`src/hw/rtl/ambient_light_backlight_ramp_macros.svh`:
```
// ---------------------------------------------------------------------------
// Ambient light backlight ramp: assertion macros
// Shared property wrappers, clocked on clk and disabled during rst.
// ---------------------------------------------------------------------------
`ifndef AMBIENT_LIGHT_BACKLIGHT_RAMP_MACROS_SVH
`define AMBIENT_LIGHT_BACKLIGHT_RAMP_MACROS_SVH

// Same-cycle implication
`define ALBR_ASSERT_IMP(lbl, ante, cons, msg) \
  lbl: assert property (@(posedge clk) disable iff (rst) (ante) |-> (cons)) else $error(msg);

// Next-cycle implication
`define ALBR_ASSERT_NXT(lbl, ante, cons, msg) \
  lbl: assert property (@(posedge clk) disable iff (rst) (ante) |=> (cons)) else $error(msg);

`endif

```
`src/hw/rtl/albr_pkg.sv`:
```
// ---------------------------------------------------------------------------
// albr_pkg
// Shared types, constants and the step delay table of the backlight ramp.
// ---------------------------------------------------------------------------
package albr_pkg;

  localparam int NUM_POINTS_DEF = 6;
  localparam int MAX_POINTS     = 6;
  localparam int X_W            = 17;
  localparam int Y_W            = 15;
  localparam int ACC_W          = 33;
  localparam int QUO_W          = 16;
  localparam int CFG_IDX_W      = 3;
  localparam int STEPS_W        = 6;
  localparam int DELAY_W        = 16;

  localparam logic [CFG_IDX_W-1:0] IDX_INIT_LEVEL = 3'd6;
  localparam logic [17:0]          DEADBAND_Q8    = 18'd230;
  localparam logic [8:0]           MAX_STEPS      = 9'd40;

  localparam logic [31:0] POINT_RESET [MAX_POINTS] = '{
    32'd32742, 32'd13135360, 32'd32788480,
    32'd98320640, 32'd327692800, 32'd2147492608
  };

  // controller -> datapath commands
  typedef struct packed {
    logic load;
    logic search_step;
    logic take_first;
    logic take_zero;
    logic latch_seg;
    logic mul_a;
    logic mul_b;
    logic div_start;
    logic div_step;
    logic eval;
    logic emit_write;
    logic emit_idle;
  } cmd_t;

  // datapath -> controller status
  typedef struct packed {
    logic found;
    logic first;
    logic at_end;
    logic div_last;
    logic steps_zero;
    logic last_step;
  } stat_t;

  // 300000 / steps, capped at 40000; zero for zero or one step
  function automatic logic [DELAY_W-1:0] step_delay(input logic [STEPS_W-1:0] s);
    logic [DELAY_W-1:0] d;
    case (s) inside
      [6'd2:6'd7]: d = 16'd40000;
      6'd8:  d = 16'd37500;  6'd9:  d = 16'd33333;  6'd10: d = 16'd30000;
      6'd11: d = 16'd27272;  6'd12: d = 16'd25000;  6'd13: d = 16'd23076;
      6'd14: d = 16'd21428;  6'd15: d = 16'd20000;  6'd16: d = 16'd18750;
      6'd17: d = 16'd17647;  6'd18: d = 16'd16666;  6'd19: d = 16'd15789;
      6'd20: d = 16'd15000;  6'd21: d = 16'd14285;  6'd22: d = 16'd13636;
      6'd23: d = 16'd13043;  6'd24: d = 16'd12500;  6'd25: d = 16'd12000;
      6'd26: d = 16'd11538;  6'd27: d = 16'd11111;  6'd28: d = 16'd10714;
      6'd29: d = 16'd10344;  6'd30: d = 16'd10000;  6'd31: d = 16'd9677;
      6'd32: d = 16'd9375;   6'd33: d = 16'd9090;   6'd34: d = 16'd8823;
      6'd35: d = 16'd8571;   6'd36: d = 16'd8333;   6'd37: d = 16'd8108;
      6'd38: d = 16'd7894;   6'd39: d = 16'd7692;   6'd40: d = 16'd7500;
      default: d = '0;
    endcase
    return d;
  endfunction

endpackage

```
`src/hw/rtl/albr_datapath.sv`:
```
// ---------------------------------------------------------------------------
// albr_datapath
// Table registers, segment search, interpolation multiply, restoring divider,
// deadband evaluation and the output register.
// ---------------------------------------------------------------------------
module albr_datapath #(
  parameter int NUM_POINTS = albr_pkg::NUM_POINTS_DEF
) (
  input  logic                               clk,
  input  logic                               rst,
  input  logic                               cfg_valid,
  input  logic [albr_pkg::CFG_IDX_W-1:0]     cfg_index,
  input  logic [31:0]                        cfg_data,
  input  logic [15:0]                        light,
  input  albr_pkg::cmd_t                     cmd,
  output albr_pkg::stat_t                    stat,
  output logic [7:0]                         level,
  output logic                               write_valid,
  output logic [albr_pkg::DELAY_W-1:0]       step_delay_us,
  output logic [albr_pkg::STEPS_W-1:0]       total_steps,
  output logic                               last
);

  localparam int IDX_W = $clog2(NUM_POINTS);
  localparam int X_W   = albr_pkg::X_W;
  localparam int Y_W   = albr_pkg::Y_W;

  logic [31:0]      points [NUM_POINTS];
  logic [7:0]       init_level;
  logic [7:0]       cur;
  logic [15:0]      light_r;
  logic [IDX_W-1:0] idx;
  logic [X_W-1:0]   px, seg_a, seg_b, den;
  logic [Y_W-1:0]   py, ycur, target;
  logic [albr_pkg::ACC_W-1:0] acc;
  logic [X_W-1:0]   rem;
  logic [albr_pkg::QUO_W-1:0] quo;
  logic [3:0]       div_cnt;
  logic             dir_up;
  logic [albr_pkg::STEPS_W-1:0] run_steps, remaining;
  logic [albr_pkg::DELAY_W-1:0] run_delay;

  logic [X_W-1:0]   sel_x;
  logic [Y_W-1:0]   sel_y;
  logic [X_W:0]     trial;
  logic             q_bit;
  logic [X_W-1:0]   rem_next;
  logic [albr_pkg::QUO_W-1:0] quo_next;
  logic [7:0]       lvl_base;
  logic signed [17:0] d;
  logic [17:0]      mag;
  logic [8:0]       raw;
  logic             go_up, go_dn;
  logic [albr_pkg::STEPS_W-1:0] cnt;
  logic [7:0]       step_level;

  // table point under search
  assign sel_x = points[idx][31:15];
  assign sel_y = points[idx][14:0];

  assign stat.found      = sel_x >= {1'b0, light_r};
  assign stat.first      = (idx == '0);
  assign stat.at_end     = (idx == IDX_W'(NUM_POINTS - 1));
  assign stat.div_last   = (div_cnt == 4'd15);
  assign stat.steps_zero = (run_steps == '0);
  assign stat.last_step  = (remaining == 6'd1);

  // one restoring divide step
  assign trial    = {rem, quo[albr_pkg::QUO_W-1]} - {1'b0, den};
  assign q_bit    = ~trial[X_W];
  assign rem_next = q_bit ? trial[X_W-1:0] : {rem[X_W-2:0], quo[albr_pkg::QUO_W-1]};
  assign quo_next = {quo[albr_pkg::QUO_W-2:0], q_bit};

  // deadband and step count
  always_comb begin
    lvl_base = (cur == 8'd0) ? init_level : cur;
    d        = $signed({3'b000, target}) - $signed({2'b00, lvl_base, 8'h00});
    mag      = d[17] ? 18'(-d) : 18'(d);
    raw      = mag[16:8];
    go_up    = !d[17] && (d > $signed(albr_pkg::DEADBAND_Q8));
    go_dn    = d[17] && (mag > albr_pkg::DEADBAND_Q8);
    if (!(go_up || go_dn)) begin
      cnt = '0;
    end else if (raw > albr_pkg::MAX_STEPS) begin
      cnt = albr_pkg::MAX_STEPS[albr_pkg::STEPS_W-1:0];
    end else begin
      cnt = raw[albr_pkg::STEPS_W-1:0];
    end
    step_level = dir_up ? cur + 8'd1 : cur - 8'd1;
  end

  // configuration registers and level state
  always_ff @(posedge clk) begin
    if (rst) begin
      for (int i = 0; i < NUM_POINTS; i++) points[i] <= albr_pkg::POINT_RESET[i];
      init_level <= '0;
      cur        <= '0;
    end else begin
      if (cfg_valid) begin
        for (int i = 0; i < NUM_POINTS; i++) begin
          if (cfg_index == albr_pkg::CFG_IDX_W'(i)) points[i] <= cfg_data;
        end
        if (cfg_index == albr_pkg::IDX_INIT_LEVEL) init_level <= cfg_data[7:0];
      end
      if (cmd.eval) cur <= lvl_base;
      if (cmd.emit_write) cur <= step_level;
    end
  end

  // working registers
  always_ff @(posedge clk) begin
    if (cmd.load) begin
      light_r <= light;
      idx     <= '0;
    end
    if (cmd.search_step) begin
      idx <= idx + 1'b1;
      px  <= sel_x;
      py  <= sel_y;
    end
    if (cmd.take_first) target <= sel_y;
    if (cmd.take_zero) target <= '0;
    if (cmd.latch_seg) begin
      seg_a <= {1'b0, light_r} - px;
      seg_b <= sel_x - {1'b0, light_r};
      den   <= sel_x - px;
      ycur  <= sel_y;
    end
    // products fit in 32 bits, their sum in 33
    if (cmd.mul_a) acc <= albr_pkg::ACC_W'(32'(seg_a) * 32'(ycur));
    if (cmd.mul_b) acc <= acc + albr_pkg::ACC_W'(32'(seg_b) * 32'(py));
    if (cmd.div_start) begin
      rem     <= acc[albr_pkg::ACC_W-1:albr_pkg::QUO_W];
      quo     <= acc[albr_pkg::QUO_W-1:0];
      div_cnt <= '0;
    end
    if (cmd.div_step) begin
      rem     <= rem_next;
      quo     <= quo_next;
      div_cnt <= div_cnt + 4'd1;
      if (stat.div_last) target <= quo_next[Y_W-1:0];
    end
    if (cmd.eval) begin
      dir_up    <= go_up;
      run_steps <= cnt;
      remaining <= cnt;
      run_delay <= albr_pkg::step_delay(cnt);
    end
    if (cmd.emit_write) remaining <= remaining - 6'd1;
  end

  // output register
  always_ff @(posedge clk) begin
    if (cmd.emit_write) begin
      level         <= step_level;
      write_valid   <= 1'b1;
      step_delay_us <= run_delay;
      total_steps   <= run_steps;
      last          <= stat.last_step;
    end else if (cmd.emit_idle) begin
      level         <= cur;
      write_valid   <= 1'b0;
      step_delay_us <= '0;
      total_steps   <= '0;
      last          <= 1'b1;
    end
  end

endmodule

```
`src/hw/rtl/albr_ctrl.sv`:
```
// ---------------------------------------------------------------------------
// albr_ctrl
// Sequencer: search, multiply, divide, evaluate, then emit the results.
// ---------------------------------------------------------------------------
module albr_ctrl (
  input  logic            clk,
  input  logic            rst,
  input  logic            in_valid,
  output logic            in_ready,
  output logic            out_valid,
  input  logic            out_ready,
  input  albr_pkg::stat_t stat,
  output albr_pkg::cmd_t  cmd
);

  typedef enum logic [2:0] {
    S_IDLE, S_SEARCH, S_MUL_A, S_MUL_B, S_DIV_LOAD, S_DIV, S_EVAL, S_EMIT
  } state_t;

  state_t state;
  logic   slot_free;

  assign slot_free = !out_valid || out_ready;

  // command decode
  always_comb begin
    cmd = '0;
    cmd.load = in_valid && in_ready;
    case (state)
      S_SEARCH: begin
        if (stat.found && stat.first) cmd.take_first = 1'b1;
        else if (stat.found) cmd.latch_seg = 1'b1;
        else if (stat.at_end) cmd.take_zero = 1'b1;
        else cmd.search_step = 1'b1;
      end
      S_MUL_A: cmd.mul_a = 1'b1;
      S_MUL_B: begin
        cmd.mul_b = 1'b1;
      end
      S_DIV_LOAD: cmd.div_start = 1'b1;
      S_DIV: cmd.div_step = 1'b1;
      S_EVAL: cmd.eval = 1'b1;
      S_EMIT: begin
        if (slot_free) begin
          cmd.emit_idle  = stat.steps_zero;
          cmd.emit_write = !stat.steps_zero;
        end
      end
      default: ;
    endcase
  end

  // state and handshake registers
  always_ff @(posedge clk) begin
    if (rst) begin
      state     <= S_IDLE;
      in_ready  <= 1'b1;
      out_valid <= 1'b0;
    end else begin
      if (state == S_EMIT && slot_free) out_valid <= 1'b1;
      else if (out_ready) out_valid <= 1'b0;
      case (state)
        S_IDLE: begin
          if (in_valid && in_ready) begin
            in_ready <= 1'b0;
            state    <= S_SEARCH;
          end
        end
        S_SEARCH: begin
          if (stat.found && !stat.first) state <= S_MUL_A;
          else if (stat.found || stat.at_end) state <= S_EVAL;
        end
        S_MUL_A: state <= S_MUL_B;
        S_MUL_B: state <= S_DIV_LOAD;
        S_DIV_LOAD: state <= S_DIV;
        S_DIV: begin
          if (stat.div_last) state <= S_EVAL;
        end
        S_EVAL: state <= S_EMIT;
        S_EMIT: begin
          if (slot_free) begin
            if (stat.steps_zero || stat.last_step) begin
              state    <= S_IDLE;
              in_ready <= 1'b1;
            end
          end
        end
        default: state <= S_IDLE;
      endcase
    end
  end

endmodule

```
`src/hw/rtl/ambient_light_backlight_ramp.sv`:
```
// ---------------------------------------------------------------------------
// ambient_light_backlight_ramp
// Light reading to backlight level through a six point table and a step ramp.
// ---------------------------------------------------------------------------
// One reading is handled at a time. After the accepting cycle the table search
// steps through the points one at a time; an interpolated segment then passes
// through S_MUL_A, S_MUL_B, the divider load state and the restoring divide,
// and every reading then takes the evaluate state. Each result then leaves one
// per cycle while out_ready is high, and the input reopens the cycle after the
// last result is issued; output stalls hold the results back. Configuration
// writes are always taken (cfg_ready is tied high) and belong only between
// readings, with no result outstanding; index 6 is initial_level.
`include "ambient_light_backlight_ramp_macros.svh"

module ambient_light_backlight_ramp #(
  parameter int NUM_POINTS = albr_pkg::NUM_POINTS_DEF
) (
  input  logic                           clk,
  input  logic                           rst,
  input  logic                           in_valid,
  output logic                           in_ready,
  input  logic [15:0]                    light,
  output logic                           out_valid,
  input  logic                           out_ready,
  output logic [7:0]                     level,
  output logic                           write_valid,
  output logic [albr_pkg::DELAY_W-1:0]   step_delay_us,
  output logic [albr_pkg::STEPS_W-1:0]   total_steps,
  output logic                           last,
  input  logic                           cfg_valid,
  output logic                           cfg_ready,
  input  logic [albr_pkg::CFG_IDX_W-1:0] cfg_index,
  input  logic [31:0]                    cfg_data
);

  albr_pkg::cmd_t  cmd;
  albr_pkg::stat_t stat;

  assign cfg_ready = 1'b1;

  albr_ctrl u_ctrl (
    .clk       (clk),
    .rst       (rst),
    .in_valid  (in_valid),
    .in_ready  (in_ready),
    .out_valid (out_valid),
    .out_ready (out_ready),
    .stat      (stat),
    .cmd       (cmd)
  );

  albr_datapath #(.NUM_POINTS(NUM_POINTS)) u_dp (
    .clk           (clk),
    .rst           (rst),
    .cfg_valid     (cfg_valid),
    .cfg_index     (cfg_index),
    .cfg_data      (cfg_data),
    .light         (light),
    .cmd           (cmd),
    .stat          (stat),
    .level         (level),
    .write_valid   (write_valid),
    .step_delay_us (step_delay_us),
    .total_steps   (total_steps),
    .last          (last)
  );

  // busy after a transaction is taken
  `ALBR_ASSERT_NXT(a_busy_after_accept, in_valid && in_ready, !in_ready, "accepted while busy")
  // a write result carries a step count in range
  `ALBR_ASSERT_IMP(a_write_steps, out_valid && write_valid,
                   total_steps != 6'd0 && total_steps <= 6'd40, "bad step count")
  // a no-change result is alone and carries no run
  `ALBR_ASSERT_IMP(a_idle_result, out_valid && !write_valid,
                   last && total_steps == 6'd0 && step_delay_us == 16'd0, "bad idle result")
  // more results pending keeps the input closed
  `ALBR_ASSERT_IMP(a_run_open, out_valid && !last, !in_ready, "input opened mid run")

endmodule

```
`config.mk`:
```
export PLATFORM = sky130hd
export DESIGN_NAME = ambient_light_backlight_ramp
export DESIGN_NICKNAME = d
export VERILOG_FILES = /design/src/hw/rtl/albr_pkg.sv /design/src/hw/rtl/albr_datapath.sv /design/src/hw/rtl/albr_ctrl.sv /design/src/hw/rtl/ambient_light_backlight_ramp.sv
export VERILOG_INCLUDE_DIRS = /design/src /design/src/hw/rtl
export SDC_FILE = /design/constraint.sdc
export NUM_CORES = 2
export LEC_CHECK = 0
export BUFFER_PORTS_ARGS = -buffer_cell sky130_fd_sc_hd__buf_4
export CELL_PAD_IN_SITES_DETAIL_PLACEMENT = 0
export CELL_PAD_IN_SITES_GLOBAL_PLACEMENT = 2
export CORE_UTILIZATION = 38
export DETAILED_ROUTE_END_ITERATION = 8
export GPL_ROUTABILITY_DRIVEN = 0
export PLACE_DENSITY = 0.81
export SLEW_MARGIN = 30
export SYNTH_ARGS = -nofsm -noshare
export SYNTH_HDL_FRONTEND = slang
export SYNTH_HIERARCHICAL = 1
export SYNTH_SLANG_ARGS = --single-unit
```
`constraint.sdc`:
```
create_clock -name clk -period 25.4 [get_ports clk]
set_input_delay 7.62 -clock clk [delete_from_list [all_inputs] [get_ports clk]]
set_output_delay 7.62 -clock clk [all_outputs]
set_load 0.005 [all_outputs]
```
* Word level (Yosys, flattened, before mapping)
Memories as Yosys holds them, arrays and structs flattened. A register that Yosys moved wholly into a read port is not among the register bits. Cells that the tools add are included.
Word-level totals: memory bits (writable) 192, memories 1, input port bits 56, output and inout port bits 35, bits in registers 284, logic and storage cells 274
Cells by class: bitwise gates (word level) 7, mux-type cells 127, add/subtract/negate cells 12, multipliers 2, equality and inequality tests 54, order comparisons 6, reduce and logical (&&, ||, !) cells 34
Memories:
- u_dp.points | words 6, bits a word 32, read ports 1, clocked after Yosys merged registers in 1, wr ports 6, line albr_datapath.sv:28 | logic [31:0] points [NUM_POINTS];
Operators with widths (count):
- $mux W16 | 34
- $mux W32 | 6
- $eq A6 B5 Y1 const B | 16
- $mux W33 | 2
- $mul A17 B15 Y32 | 2
- $mux W15 | 4
- $eq A6 B6 Y1 const B | 9
- $mux W17 | 3
- $eq A6 B4 Y1 const B | 8
- $mux W8 | 6
- $mux W1 | 45
- $mux W6 | 6
- $add A33 B32 Y33 | 1
- $mux W3 | 9
- $mux W13 | 2
- $eq A3 B3 Y1 const B | 8
- $pmux W3 S8 | 1
- $gt A18 B8 Y1 const B | 1
- $gt A18 B9 Y1 const B | 1
- $mux W18 | 1
- $neg A18 Y18 | 1
- $sub A18 B17 Y18 | 1
- $ge A17 B16 Y1 | 1
- $sub A15 B16 Y17 | 1
- other kinds (38) | 73

* Depth between registers and ports, before layout
word-level depth 43, depth in mapped cells 27, mapped depth without buffers 26

* Modules after synthesis
Netlist, hierarchy kept.
Modules (own cells, without submodules):
- albr_datapath | seq. area each 13883.3 um^2, instances 1, area an instance 41225.8 um^2, cells each 3986
- albr_ctrl | seq. area each 100.1 um^2, instances 1, area an instance 391.6 um^2, cells each 49
- ambient_light_backlight_ramp | seq. area each 0.0 um^2, instances 1, area an instance 11.3 um^2, cells each 2

* Worst setup path before layout
No wires, ideal clock.
kind reg2reg, from reg (tool-made name), to reg u_dp.den[0], enable pin, cell stages (with the launch flop) 19, setup slack 14.948 ns, library setup time 0.585 ns, period minus slack after synthesis 10.452 ns, data required time 24.815 ns, arrival 9.867 ns, buffers on the path 5, path through dfxtp_1 clkbuf_1 clkbuf_1 buf_2 clkbuf_1 buf_1 mux2i_1 a21oi_1 ha_1 a21boi_0 o21ai_0 a21boi_0 o21ai_0 a21boi_0 o21ai_0 a21oi_1 o41ai_1 o2111ai_1 nor3b_1
RTL lines:
- end signal, assigned | line albr_datapath.sv:126 | den <= sel_x - px;
- end, declared | line albr_datapath.sv:33 | logic [X_W-1:0] px, seg_a, seg_b, den;

==> results.txt <==
commonest non-fill, non-tap cell in the layout - inv_1
Worst EP arrival - 9.62 ns
largest net degree at the start of global routing - 72
max_slew headroom - 0.362
syn avg cell area - 10.3 µm²
max-cap viol count - 0
most common flop cell mapped by yosys - edfxtp_1
Slew @ Worst Pin - 0.957 ns
initial DRC count - 1,627
Vias - 28,200
CP startpoint kind - primary input
first-pass GRT wire length - 169,000 µm
ys async rst share - 0
Core Footprint - 0.109 mm²
clock skew - 0.110 ns
Worst Setup Slack, final - 16.01 ns
vias in the first global route - 29,400
most frequent cells in the layout - 575 x inv_1, 489 x nand2_1, 439 x edfxtp_1
Initial Utilization - 0.383
Fmax - 0.107 GHz
Distinct cells, synth - 103
setup TNS - 0 ns
DIE WIDTH - 333 µm
hold depth - 2
ratio of final minimum period to clock period - 0.370
Syn Inst Count - 4,037
CTS tree - yes
Overflow after GRT - 0
Mapped Nets - 4,794
overall routing resource usage - 0.193
critical path's most frequent cell - buf_4
CTS Hold Buffers Added - 0
WP data required - 25.64 ns
synth warn - 6
CP Max Fanout - 52
DRC viols - 0
H-tree levels - 2
Site Rows - 121
Max Root-Sink Buffers - 3
CP cell instances - buf_4 -> nor2b_1 -> nor3_2 -> buf_4 -> clkinv_1 -> nand2_1 -> buf_4
CP Class - in -> reg
FF-to-FF End - u_dp/acc[32]
initial antenna violation count - 1
DR WL/cell - 19.1 µm
count of final setup violators - 0
CTS resizes - 0
Hold Crit Start - u_dp/quo[6]
Hold Path End - u_dp/target[7]
crit path capture type - register
Routed Antenna Nets - 0
Pre-antenna DRT Iters - 5
Buf+Inv Stages, Crit Path - 4
reg-to-reg startpoint - u_dp/seg_b[7]
# IOs - 91
die area - 0.111 mm²
flops & latches, synth - 479
reg-to-reg slack, setup - 17.04 ns
fin crit period - 9.39 ns
delay of the slowest cell on the worst path - 0.44 ns
CTS Buf Count - 54
area delta synth->final - 9.51%
Reg clk slew, reported paths - 0.06 ns
Worst R2R Path Depth - 24
I/O Buffers - 89
share of layout cells above drive strength 1 - 0.0818
Die H - 333 µm
Post-CTS Setup Bufs - 0
pre-CTS setup slack - 15.43 ns
outcome - finished clean
DRT Wirelength - 105,000 µm
post-DP HPWL - 79,700 µm
delay-heaviest family, CP - buffers and inverters
max-slew violations - 0
worst hold path type - reg -> reg
Final #Nets - 4,797
CP max stage cell - buf_4
sequential area share after synthesis - 0.336
Final Hold Viols - 0
Netlist Area Pre-Place - 0.0416 mm²
vias per cell - 5.13
RSZ-0062 raised after global routing - false
worst skew pair latency - 0.67 ns
fill cell count - 10,600
number of synthesized flops with an enable pin - 439
Sink Count - 479
worst hold slack - 0.458 ns
Root Driver - clkbuf_16
## cell usage after synthesis, drive strengths merged (13+ instances only)
master | count | area [µm²]
dfxtp | 40 | 801
a21oi | 155 | 795
o31ai | 14 | 105
inv | 576 | 2160
nand2b | 55 | 352
o21bai | 13 | 97.6
xnor2 | 78 | 683
o21a | 16 | 128
mux2i | 63 | 631
o21ai | 132 | 679
and2 | 361 | 2260
ha | 279 | 3490
a211oi | 16 | 140
a21boi | 25 | 188
a21o | 40 | 300
nand3 | 49 | 245
nand4 | 18 | 119
xor2 | 41 | 378
nor3 | 51 | 265
clkbuf | 147 | 552
mux4 | 32 | 721
nor2b | 26 | 163
or3 | 34 | 218
nand2 | 490 | 1850
edfxtp | 439 | 13200
buf | 29 | 170
nor2 | 201 | 754
fa | 422 | 8450
mux2 | 18 | 206
## state kept, by name, summed over array words and instances (netlist names), 4 cells and up, named ones only
name	flops
u_dp/target	15
u_dp/rem	17
u_dp/den	17
u_dp/level	8
u_dp/seg_a	17
u_dp/step_delay_us	16
u_dp/py	15
u_dp/seg_b	17
u_dp/light_r	16
u_dp/div_cnt	4
u_dp/quo	16
u_dp/acc	33
u_dp/points	192
u_dp/ycur	15
u_dp/total_steps	6
u_dp/run_delay	16
u_dp/init_level	8
u_dp/remaining	6
u_dp/px	17
u_dp/cur	8
u_dp/run_steps	6
## layer usage
layer	up-vias	part of all wire	track usage
met5	-	0	0
met4	0	0.016	0.0372
met3	92	0.034	0.0180
met2	509	0.47	0.320
met1	14300	0.48	0.275
li1	13300	-	-
## through the flow
step | instance area (µm²) | cells | utilization
5_1_grt | 45600 | 5499 | 0.419
2_1_floorplan | 41600 | 4037 | -
3_5_place_dp | 43700 | 5398 | 0.402
4_1_cts | 45600 | 5499 | 0.419
6_report | 45600 | 5500 | 0.419
3_3_place_gp | 43600 | 5397 | 0.401
## worst max-delay path by stage
stage / startpoint / end / slack, ns / cells past startpoint
6_report: out_ready / u_dp/step_delay_us[3] / 16.01 / 7
5_1_grt: out_ready / u_dp/step_delay_us[1] / 15.83 / 7
4_1_cts: out_ready / u_dp/step_delay_us[3] / 16.03 / 7
3_5_place_dp: out_ready / u_dp/step_delay_us[3] / 15.43 / 7
3_3_place_gp: out_ready / u_dp/step_delay_us[3] / 15.47 / 7
2_1_floorplan: register / u_dp/den[0] / 14.95 / 18
## layout make-up
type                            instances  area [µm²]  area share
Clock buffer                           63        1400      0.0306
Timing Repair Buffer                  123         923      0.0203
Sequential cell                       479       14000       0.307
Tap cell                             1414        1770      0.0388
Inverter                              577        2170      0.0475
Multi-Input combinational cell       2805       24800       0.545
Clock inverter                         38         504      0.0111
Antenna cell                            1        2.50   0.0000549
## cells by family (layout without fill, tap and decap cells)
family,Yosys count,after routing,share of synthesized area
AND/OR/NAND/NOR,1358,1358,0.165
XOR/XNOR,119,119,0.0255
buffers and inverters,753,801,0.0694
multiplexers,113,113,0.0374
adder cells (fa/ha/maj),702,702,0.287
other,1,2,0.0000901
flip-flops,479,479,0.336
AO/OA/AOI/OAI,512,512,0.0799
## tightest hold or removal path: stages (launching register included)
cell and delay [ns]:
edfxtp_1 0.36, nand2_1 0.07, o21ai_0 0.07
Power is not shown: default switching activity piles up to over one toggle a cycle in this logic, so the estimate is an artifact.
